--- src/wcfc_pkg.sv ---
// Shared types, constants and the CRC-16 byte update for the write-coils frame checker.
// No dependencies; every other file of the block imports this package.
`default_nettype none

package wcfc_pkg;

  localparam logic [15:0] CrcInit = 16'hFFFF;
  localparam logic [15:0] CrcPoly = 16'hA001;

  localparam logic [8:0] PosData       = 9'd7;
  localparam logic [8:0] FrameOverhead = 9'd9;

  localparam logic [2:0] PosSlave     = 3'd0;
  localparam logic [2:0] PosFunction  = 3'd1;
  localparam logic [2:0] PosOffsetHi  = 3'd2;
  localparam logic [2:0] PosOffsetLo  = 3'd3;
  localparam logic [2:0] PosCountHi   = 3'd4;
  localparam logic [2:0] PosCountLo   = 3'd5;

  localparam logic [15:0] MinCoilReset = 16'd1;
  localparam logic [15:0] MaxCoilReset = 16'd1968;

  localparam int unsigned DefQueueDepth = 2;
  localparam int unsigned OutDataW      = 80;

  localparam logic CfgMinCoil = 1'b0;
  localparam logic CfgMaxCoil = 1'b1;

  typedef enum logic {
    KindData    = 1'b0,
    KindVerdict = 1'b1
  } kind_e;

  typedef enum logic [2:0] {
    StOk      = 3'd0,
    StCrc     = 3'd1,
    StLow     = 3'd2,
    StHigh    = 3'd3,
    StByteCnt = 3'd4
  } status_e;

  typedef struct packed {
    kind_e       kind;
    logic [7:0]  data;
    logic [7:0]  index;
    logic        crc_ok;
    logic [7:0]  slave;
    logic [7:0]  func;
    logic [15:0] offset;
    logic [15:0] count;
    logic [7:0]  byte_count;
  } entry_t;

  typedef struct packed {
    logic can_push;
    logic has_entry;
  } qstat_t;

  function automatic logic [15:0] crc16_byte(input logic [15:0] crc, input logic [7:0] b);
    logic [15:0] c;
    c = crc ^ {8'h00, b};
    for (int k = 0; k < 8; k++) begin
      c = c[0] ? ((c >> 1) ^ CrcPoly) : (c >> 1);
    end
    return c;
  endfunction

endpackage

`default_nettype wire

--- src/wcfc_front.sv ---
// Front end: accepts request bytes, tracks the frame position, runs the CRC and
// captures the header. Depends on wcfc_pkg; feeds wcfc_queue.
`default_nettype none

module wcfc_front import wcfc_pkg::*; (
  input  wire logic       clk_i,
  input  wire logic       rst_ni,
  input  wire logic       in_valid_i,
  output logic            in_ready_o,
  input  wire logic [7:0] rx_byte_i,
  input  wire logic       frame_start_i,
  input  wire qstat_t     qstat_i,
  output logic            push_o,
  output entry_t          entry_o
);

  logic [8:0]  pos_q, pos_d, pos;
  logic [15:0] crc_q, crc_d, crc_base, crc_next;
  logic [7:0]  slave_q, slave_d, func_q, func_d, bc_q, bc_d, crc_low_q, crc_low_d;
  logic [15:0] offset_q, offset_d, count_q, count_d;
  logic [8:0]  data_end;
  logic        accept, done;
  logic [8:0]  rel_pos;

  assign in_ready_o = qstat_i.can_push;
  assign accept     = in_valid_i && qstat_i.can_push;

  assign pos      = frame_start_i ? 9'd0 : pos_q;
  assign crc_base = frame_start_i ? CrcInit : crc_q;
  assign crc_next = crc16_byte(crc_base, rx_byte_i);
  assign data_end = PosData + {1'b0, bc_q};
  assign done     = pos >= (data_end + 9'd2);
  assign rel_pos  = pos - PosData;

  always_comb begin
    pos_d     = pos_q;
    crc_d     = crc_q;
    slave_d   = slave_q;
    func_d    = func_q;
    offset_d  = offset_q;
    count_d   = count_q;
    bc_d      = bc_q;
    crc_low_d = crc_low_q;
    push_o    = 1'b0;

    entry_o.kind       = KindData;
    entry_o.data       = rx_byte_i;
    entry_o.index      = rel_pos[7:0];
    entry_o.crc_ok     = ({rx_byte_i, crc_low_q} == crc_q);
    entry_o.slave      = slave_q;
    entry_o.func       = func_q;
    entry_o.offset     = offset_q;
    entry_o.count      = count_q;
    entry_o.byte_count = bc_q;

    if (accept) begin
      if (pos >= PosData) begin
        if (!done) begin
          pos_d = pos + 9'd1;
          if (pos < data_end) begin
            crc_d  = crc_next;
            push_o = 1'b1;
          end else if (pos == data_end) begin
            crc_low_d = rx_byte_i;
          end else begin
            push_o       = 1'b1;
            entry_o.kind = KindVerdict;
          end
        end
      end else begin
        pos_d = pos + 9'd1;
        crc_d = crc_next;
        unique case (pos[2:0])
          PosSlave:    slave_d  = rx_byte_i;
          PosFunction: func_d   = rx_byte_i;
          PosOffsetHi: offset_d = {rx_byte_i, offset_q[7:0]};
          PosOffsetLo: offset_d = {offset_q[15:8], rx_byte_i};
          PosCountHi:  count_d  = {rx_byte_i, count_q[7:0]};
          PosCountLo:  count_d  = {count_q[15:8], rx_byte_i};
          default:     bc_d     = rx_byte_i;
        endcase
      end
    end
  end

  always_ff @(posedge clk_i or negedge rst_ni) begin
    if (!rst_ni) begin
      pos_q     <= 9'd0;
      crc_q     <= CrcInit;
      slave_q   <= 8'd0;
      func_q    <= 8'd0;
      offset_q  <= 16'd0;
      count_q   <= 16'd0;
      bc_q      <= 8'd0;
      crc_low_q <= 8'd0;
    end else begin
      pos_q     <= pos_d;
      crc_q     <= crc_d;
      slave_q   <= slave_d;
      func_q    <= func_d;
      offset_q  <= offset_d;
      count_q   <= count_d;
      bc_q      <= bc_d;
      crc_low_q <= crc_low_d;
    end
  end

  a_pos_bound: assert property (@(posedge clk_i) disable iff (!rst_ni)
    pos_q <= 9'd264)
    else $error("frame position ran past the longest frame");

  a_verdict_at_end: assert property (@(posedge clk_i) disable iff (!rst_ni)
    (push_o && entry_o.kind == KindVerdict) |-> (pos == data_end + 9'd1))
    else $error("verdict pushed away from the last CRC byte");

endmodule

`default_nettype wire

--- config.mk ---
export PLATFORM = sky130hd
export DESIGN_NAME = wcfc_front
export DESIGN_NICKNAME = d
export VERILOG_FILES = /design/src/wcfc_pkg.sv /design/src/wcfc_front.sv
export SDC_FILE = /design/constraint.sdc
export NUM_CORES = 1
export LEC_CHECK = 0
export BUFFER_PORTS_ARGS = -buffer_cell sky130_fd_sc_hd__buf_2
export CAP_MARGIN = 15
export CORE_MARGIN = 5
export CORE_UTILIZATION = 57
export DETAILED_ROUTE_END_ITERATION = 8
export GPL_ROUTABILITY_DRIVEN = 1
export GPL_TIMING_DRIVEN = 0
export PLACE_DENSITY = 0.81
export RECOVER_POWER = 100
export SKIP_CTS_REPAIR_TIMING = 1
export SYNTH_ARGS = -nofsm -noshare
export SYNTH_HDL_FRONTEND = slang
export SYNTH_SLANG_ARGS = --single-unit
--- constraint.sdc ---
create_clock -name clk_i -period 4.3 [get_ports clk_i]
set_input_delay 0.43 -clock clk_i [delete_from_list [all_inputs] [get_ports clk_i]]
set_output_delay 0.43 -clock clk_i [all_outputs]
set_load 0.005 [all_outputs]
==> flow_summary.json, run 1 <==
{
  "status": "finished with violations",
  "failed_checks": "max-capacitance violations, max-slew violations",
  "rows": 34,
  "initialDrtViolationCount": 184,
  "final_nets": 588,
  "startpoint_type": "flip-flop",
  "slew_headroom_pct": -44.8,
  "grt_pass1_vias": 3886,
  "antenna_left": 0,
  "synth_edf_count": 0,
  "synth_area_per_cell_um2": 11.5,
  "cts_tree": "built",
  "required_ns": 4.59,
  "final_max_slew_viol_count": 54,
  "die_w_um": 105,
  "vias_per_cell": 5.64,
  "grt-ovfl-total": 0,
  "routed_wl_um": 12100,
  "finalWorstSetupSlack_ns": 0.290,
  "slowest_stage": "a21oi_2",
  "n_antenna_cell": 0,
  "drive_above_1_share_pct": 28.6,
  "clock_skew_ns": 0.0132,
  "maxCapViolCount": 2,
  "gr-usage-all-layers_pct": 22.6,
  "hpwl_um": 8800,
  "rsz0062_at_grt": "no",
  "hold_path.class": "flip-flop to flip-flop",
  "synthMostInstantiatedCell": "dfrtp_1",
  "seq_area_mm2": 0.00225,
  "clockBufferDepth": 2,
  "syn_nets": 490,
  "nFillCells": 724,
  "grt_pass1_wl_um": 20000,
  "netlist_area_mm2": 0.00519,
  "clk_latency_ns": 0.37,
  "wl_per_cell_um": 18.2,
  "io_pins": 90,
  "yosysTopAreaCell": "dfrtp_1",
  "cts-buffers-inserted": 9,
  "drc": 0,
  "crit_type": "flip-flop to flip-flop",
  "clkTransAtPathRegs_ns": 0.09,
  "synthTopCellsByCount": "dfrtp_1 (73), mux2_2 (70), xnor2_1 (46), nor2_1 (28), ha_1 (24)",
  "tns_ns": 0,
  "initial_utilization_pct": 58.9,
  "design.die.area_mm2": 0.0111,
  "finalHoldViolations": 0,
  "first_pass_iters": 4,
  "port_buffers": 86,
  "synth_async_sr_flop_share_pct": 100,
  "fin_crit_ns": 4.01,
  "antenna_found_initial": 0,
  "cts_sinks": 89,
  "cts_htree_levels": 3,
  "ys_warn_count": 0,
  "arrival_ns": 4.30,
  "fmax_mhz": 249,
  "place_ws_ns": 0.301,
  "yosys.area.top_type_share_pct": 35.2,
  "ir_drop_mv": 0.321,
  "finalSetupViolations": 0,
  "cp_cell_sequence": "inv_1 > ha_1 > inv_1 > o2111a_1 > xnor2_1 > nand3b_1 > xnor2_1 > ha_1 > o21ai_0 > or3b_1 > o21ai_0 > o21ba_2 > buf_4 > a21oi_2 > buf_6 > mux2_1",
  "max_slew.worst_pin.slew_ns": 2.17,
  "ys_seq_area_share_pct": 43.3,
  "multi_input_area_mm2": 0.00264,
  "synth_top_flop_cell": "dfrtp_1",
  "critPathMaxFanout": 10,
  "grt_max_degree": 49,
  "syn_to_final_growth_pct": 12.7,
  "synth_cells": 452,
  "place_congestion": 0.872,
  "pwr_density_cell_mw_per_mm2": 627,
  "die_h_um": 105,
  "synth_seq_cells": 89,
  "synth_cell_types": 61,
  "timing.final.crit_share_pct": 93.3,
  "cts-root-buf": "clkbuf_8",
  "critPathMaxStageDelay_ns": 0.42,
  "p_leak_nw": 2.67,
  "vias": 3741,
  "core_mm2": 0.00881,
  "synthTopCellsByArea": "dfrtp_1 (35%), mux2_2 (15%), dfstp_2 (8.1%), xnor2_1 (7.8%), ha_1 (5.8%)",
  "end_kind": "flip-flop"
}
[final timing paths]
path                                             from                endpoint  slack [ns]  cells past startpoint
worst max-delay path              bc_q[0]$_DFFE_PN0P_   crc_q[15]$_DFFE_PN1P_        0.29                     16
max in group asynchronous                      rst_ni     bc_q[2]$_DFFE_PN0P_        1.51                      2
worst min-delay path            crc_q[12]$_DFFE_PN1P_   crc_q[12]$_DFFE_PN1P_        0.50                      2
worst max register to register    bc_q[0]$_DFFE_PN0P_   crc_q[15]$_DFFE_PN1P_        0.29                     16
worst min register to register  crc_q[12]$_DFFE_PN1P_   crc_q[12]$_DFFE_PN1P_        0.50                      2
min in group asynchronous                      rst_ni  slave_q[0]$_DFFE_PN0P_        0.69                      1
[critical path, delay by kind of cell (launching register included)]
kind / cells / cell delay (ns)
AOI/OAI and AO/OA: 5 / 1.09
and+or+nand+nor: 2 / 0.55
xor gates and xnor gates: 2 / 0.44
adders and majority gates: 2 / 0.52
muxes: 1 / 0.34
buffers and inverters: 4 / 0.61
DFF: 1 / 0.40
[state kept, by name (all words and copies together), names as in the netlist]
| register | cells |
|---|---|
| slave_q | 8 |
| crc_q | 16 |
| offset_q | 16 |
| count_q | 16 |
| pos_q | 9 |
| crc_low_q | 8 |
| func_q | 8 |
| bc_q | 8 |
[cells in the final DEF, fill, tap and decap left out, drive strengths merged, types with 10 or more instances in the layout]
cell	Yosys	routed
inv	21	23
nand2b	10	10
ha	24	24
xnor2	46	46
xor2	10	10
nor2	29	29
clkbuf	14	77
buf	16	50
mux2	74	74
dfrtp	73	73
nand2	16	16
dfstp	16	16
o21ai	14	14
[final cells by class]
type,count,area share [%]
Multi-Input combinational cell,312,45.2
Sequential cell,89,38.4
Timing Repair Buffer,87,6.42
Buffer,30,2.82
Tap cell,108,2.31
Clock buffer,10,2.18
Inverter,21,1.35
Clock inverter,6,1.28
[cells by family (layout without fill, tap and decap cells)]
| kind of cell | Yosys count | after routing | synth area share [%] |
|---|---|---|---|
| AOI/OAI and AO/OA | 41 | 41 | 5.43 |
| adders and majority gates | 24 | 24 | 5.79 |
| and+or+nand+nor | 108 | 108 | 12.6 |
| buffers and inverters | 51 | 154 | 4.80 |
| DFF | 89 | 89 | 43.3 |
| muxes | 80 | 80 | 17.3 |
| xor gates and xnor gates | 59 | 59 | 10.8 |
[routing by layer]
layer | part of all wire [%] | track usage (%) | vias up
li1 | - | - | 1763
met1 | 43 | 28.5 | 1851
met2 | 48 | 36.8 | 109
met3 | 6.7 | 6.91 | 18
met4 | 2.1 | 7.97 | 0
met5 | 0 | 0 | -
[stage by stage]
step                power [mW]  std cells  instance area [um^2]  hold slack, ns  utilization [%]
floorplan                 2.58        452                  5190           0.134                -
global placement          3.04        646                  5750           0.473             65.3
detailed placement        3.12        647                  5780           0.461             65.7
CTS                       3.73        663                  5990          0.0563             68.0
global route              3.92        663                  5850           0.523             66.4
finish                    3.66        663                  5850           0.505             66.4
[where the power goes]
| group | switching (mW) | internal [mW] | total (mW) |
|---|---|---|---|
| combinational | 0.749 | 0.846 | 1.60 |
| sequential | 0.262 | 1.21 | 1.47 |
| clock | 0.323 | 0.277 | 0.600 |
| total | 1.33 | 2.33 | 3.66 |
(Power assumes the default switching activity.)
==> run 2: changes to the inputs <==
--- a/config.mk
+++ b/config.mk
@@ -14,7 +14,9 @@
 export GPL_TIMING_DRIVEN = 0
 export PLACE_DENSITY = 0.81
 export RECOVER_POWER = 100
+export SETUP_SLACK_MARGIN = 0.5
 export SKIP_CTS_REPAIR_TIMING = 1
+export SKIP_LAST_GASP = 1
 export SYNTH_ARGS = -nofsm -noshare
 export SYNTH_HDL_FRONTEND = slang
 export SYNTH_SLANG_ARGS = --single-unit
==> run 2 against run 1 <==
The run still ends with max-capacitance violations, max-slew violations left. Final area rose by 2.5%. Non-clock buffer count is 7 higher. Wire length increased by 2.4%. Global-route usage unchanged. Sequential cell count unchanged. Clock-buffer cell count did not move. Combinational power rose by 6%. Sequential share of layout area fell by 0.95 points. Power grew 2.9%. Core utilization up 1.7 points.
==> flow_summary.json, run 2 (synthesis gave the netlist of run 1 again) <==
{
  "wl_per_cell_um": 18.4,
  "cts_htree_levels": 3,
  "cts-root-buf": "clkbuf_8",
  "crit_type": "flip-flop to flip-flop",
  "clock_skew_ns": 0.0101,
  "antenna_found_initial": 0,
  "slew_headroom_pct": -45.6,
  "grt-ovfl-total": 0,
  "clkTransAtPathRegs_ns": 0.09,
  "p_leak_nw": 2.71,
  "n_antenna_cell": 0,
  "port_buffers": 86,
  "final_common_cell": "dfrtp_1",
  "arrival_ns": 4.12,
  "ir_drop_mv": 0.321,
  "place_congestion": 0.872,
  "pwr_density_cell_mw_per_mm2": 629,
  "rows": 34,
  "final_cell_mix": "dfrtp_1 (73), mux2_2 (69), clkbuf_1 (64)",
  "grt_pass1_vias": 3886,
  "multi_input_area_mm2": 0.00274,
  "holdWs_ns": 0.503,
  "startpoint_type": "flip-flop",
  "failed_checks": "max-capacitance violations, max-slew violations",
  "finalHoldViolations": 0,
  "routed_wl_um": 12400,
  "design.die.area_mm2": 0.0111,
  "nFillCells": 701,
  "required_ns": 4.60,
  "initial_utilization_pct": 58.9,
  "utilization_pct": 68.1,
  "drc": 0,
  "cts_tree": "built",
  "grt_max_degree": 49,
  "core_mm2": 0.00881,
  "finalWorstSetupSlack_ns": 0.473,
  "clockBufferDepth": 2,
  "seq_area_mm2": 0.00225,
  "die_h_um": 105,
  "io_pins": 90,
  "clk_latency_ns": 0.37,
  "total_power_mw": 3.77,
  "vias": 3806,
  "timing.final.crit_share_pct": 89.0,
  "gr-usage-all-layers_pct": 22.6,
  "reg_top3": "count_q x16, crc_q x16, offset_q x16",
  "finalSetupViolations": 0,
  "initialDrtViolationCount": 140,
  "antenna_left": 0,
  "end_kind": "flip-flop",
  "rsz0062_at_grt": "yes",
  "tns_ns": 0,
  "fmax_mhz": 261,
  "maxCapViolCount": 1,
  "drive_above_1_share_pct": 33.5,
  "critPathMaxFanout": 10,
  "syn_to_final_growth_pct": 15.6,
  "grt_pass1_wl_um": 20000,
  "holdPathStages": 2,
  "place_ws_ns": 0.301,
  "max_slew.worst_pin.slew_ns": 2.18,
  "hold_path.class": "flip-flop to flip-flop",
  "status": "finished with violations",
  "cts_sinks": 89,
  "first_pass_iters": 4,
  "fin_crit_ns": 3.83,
  "die_w_um": 105,
  "cts-buffers-inserted": 9,
  "hpwl_um": 8800,
  "reg2reg_depth": 15,
  "final_max_slew_viol_count": 43,
  "vias_per_cell": 5.68,
  "final_nets": 595
}
## run 2: changes by cell type in the layout (fill, tap and decap cells not counted), sizes merged
cell    delta
buf        +9
clkbuf     -2
## run 2: cell type report
class / instances / share of cell area (%)
plain buffers: 30 / 2.75
multi-input cells: 312 / 45.7
inverters: 21 / 1.31
clock buffers: 10 / 2.13
repair buffers: 94 / 7.14
flip-flops and latches: 89 / 37.5
well taps: 108 / 2.25
clock inverters: 6 / 1.25
## run 2: stage by stage
step,instance area [um^2],std cells
3_5_place_dp,5780,647
4_1_cts,5990,663
5_1_grt,6000,670
3_3_place_gp,5750,646
6_report,6000,670
2_1_floorplan,5190,452
## run 2: worst max-delay path, stage by stage (launching register included)
cell and delay [ns]:
dfrtp_1 0.46, or3_1 0.46, nor3_1 0.25, nand2_1 0.11, a21boi_2 0.18, nand3b_1 0.11
xnor2_1 0.18, ha_1 0.25, o21ai_0 0.13, or3b_1 0.40, o21ai_0 0.10, o21ba_2 0.18
buf_4 0.17, a21oi_4 0.23, buf_6 0.21, mux2_1 0.33
## run 2: worst paths after layout
| kind | startpoint | end | slack (ns) |
|---|---|---|---|
| min reg2reg | crc_q[12]$_DFFE_PN1P_ | crc_q[12]$_DFFE_PN1P_ | 0.50 |
| min | crc_q[12]$_DFFE_PN1P_ | crc_q[12]$_DFFE_PN1P_ | 0.50 |
| min in group asynchronous | rst_ni | slave_q[3]$_DFFE_PN0P_ | 0.70 |
| max | bc_q[2]$_DFFE_PN0P_ | crc_q[11]$_DFFE_PN1P_ | 0.47 |
| max reg2reg | bc_q[2]$_DFFE_PN0P_ | crc_q[11]$_DFFE_PN1P_ | 0.47 |
| max in group asynchronous | rst_ni | bc_q[2]$_DFFE_PN0P_ | 1.52 |
## run 2: layer usage
metal / routed length, um / up-vias / part of all wire (%) / track usage (%)
li1: - / 1780 / - / -
met1: 5250 / 1895 / 42 / 28.5
met2: 6000 / 109 / 49 / 36.8
met3: 854 / 22 / 6.9 / 6.91
met4: 255 / 0 / 2.1 / 7.97
met5: 0 / - / 0 / 0
## run 2: where the power goes
part           total, mW  switching [mW]  internal (mW)
clock network      0.597           0.320          0.277
registers           1.48           0.270           1.21
logic               1.70           0.796          0.900
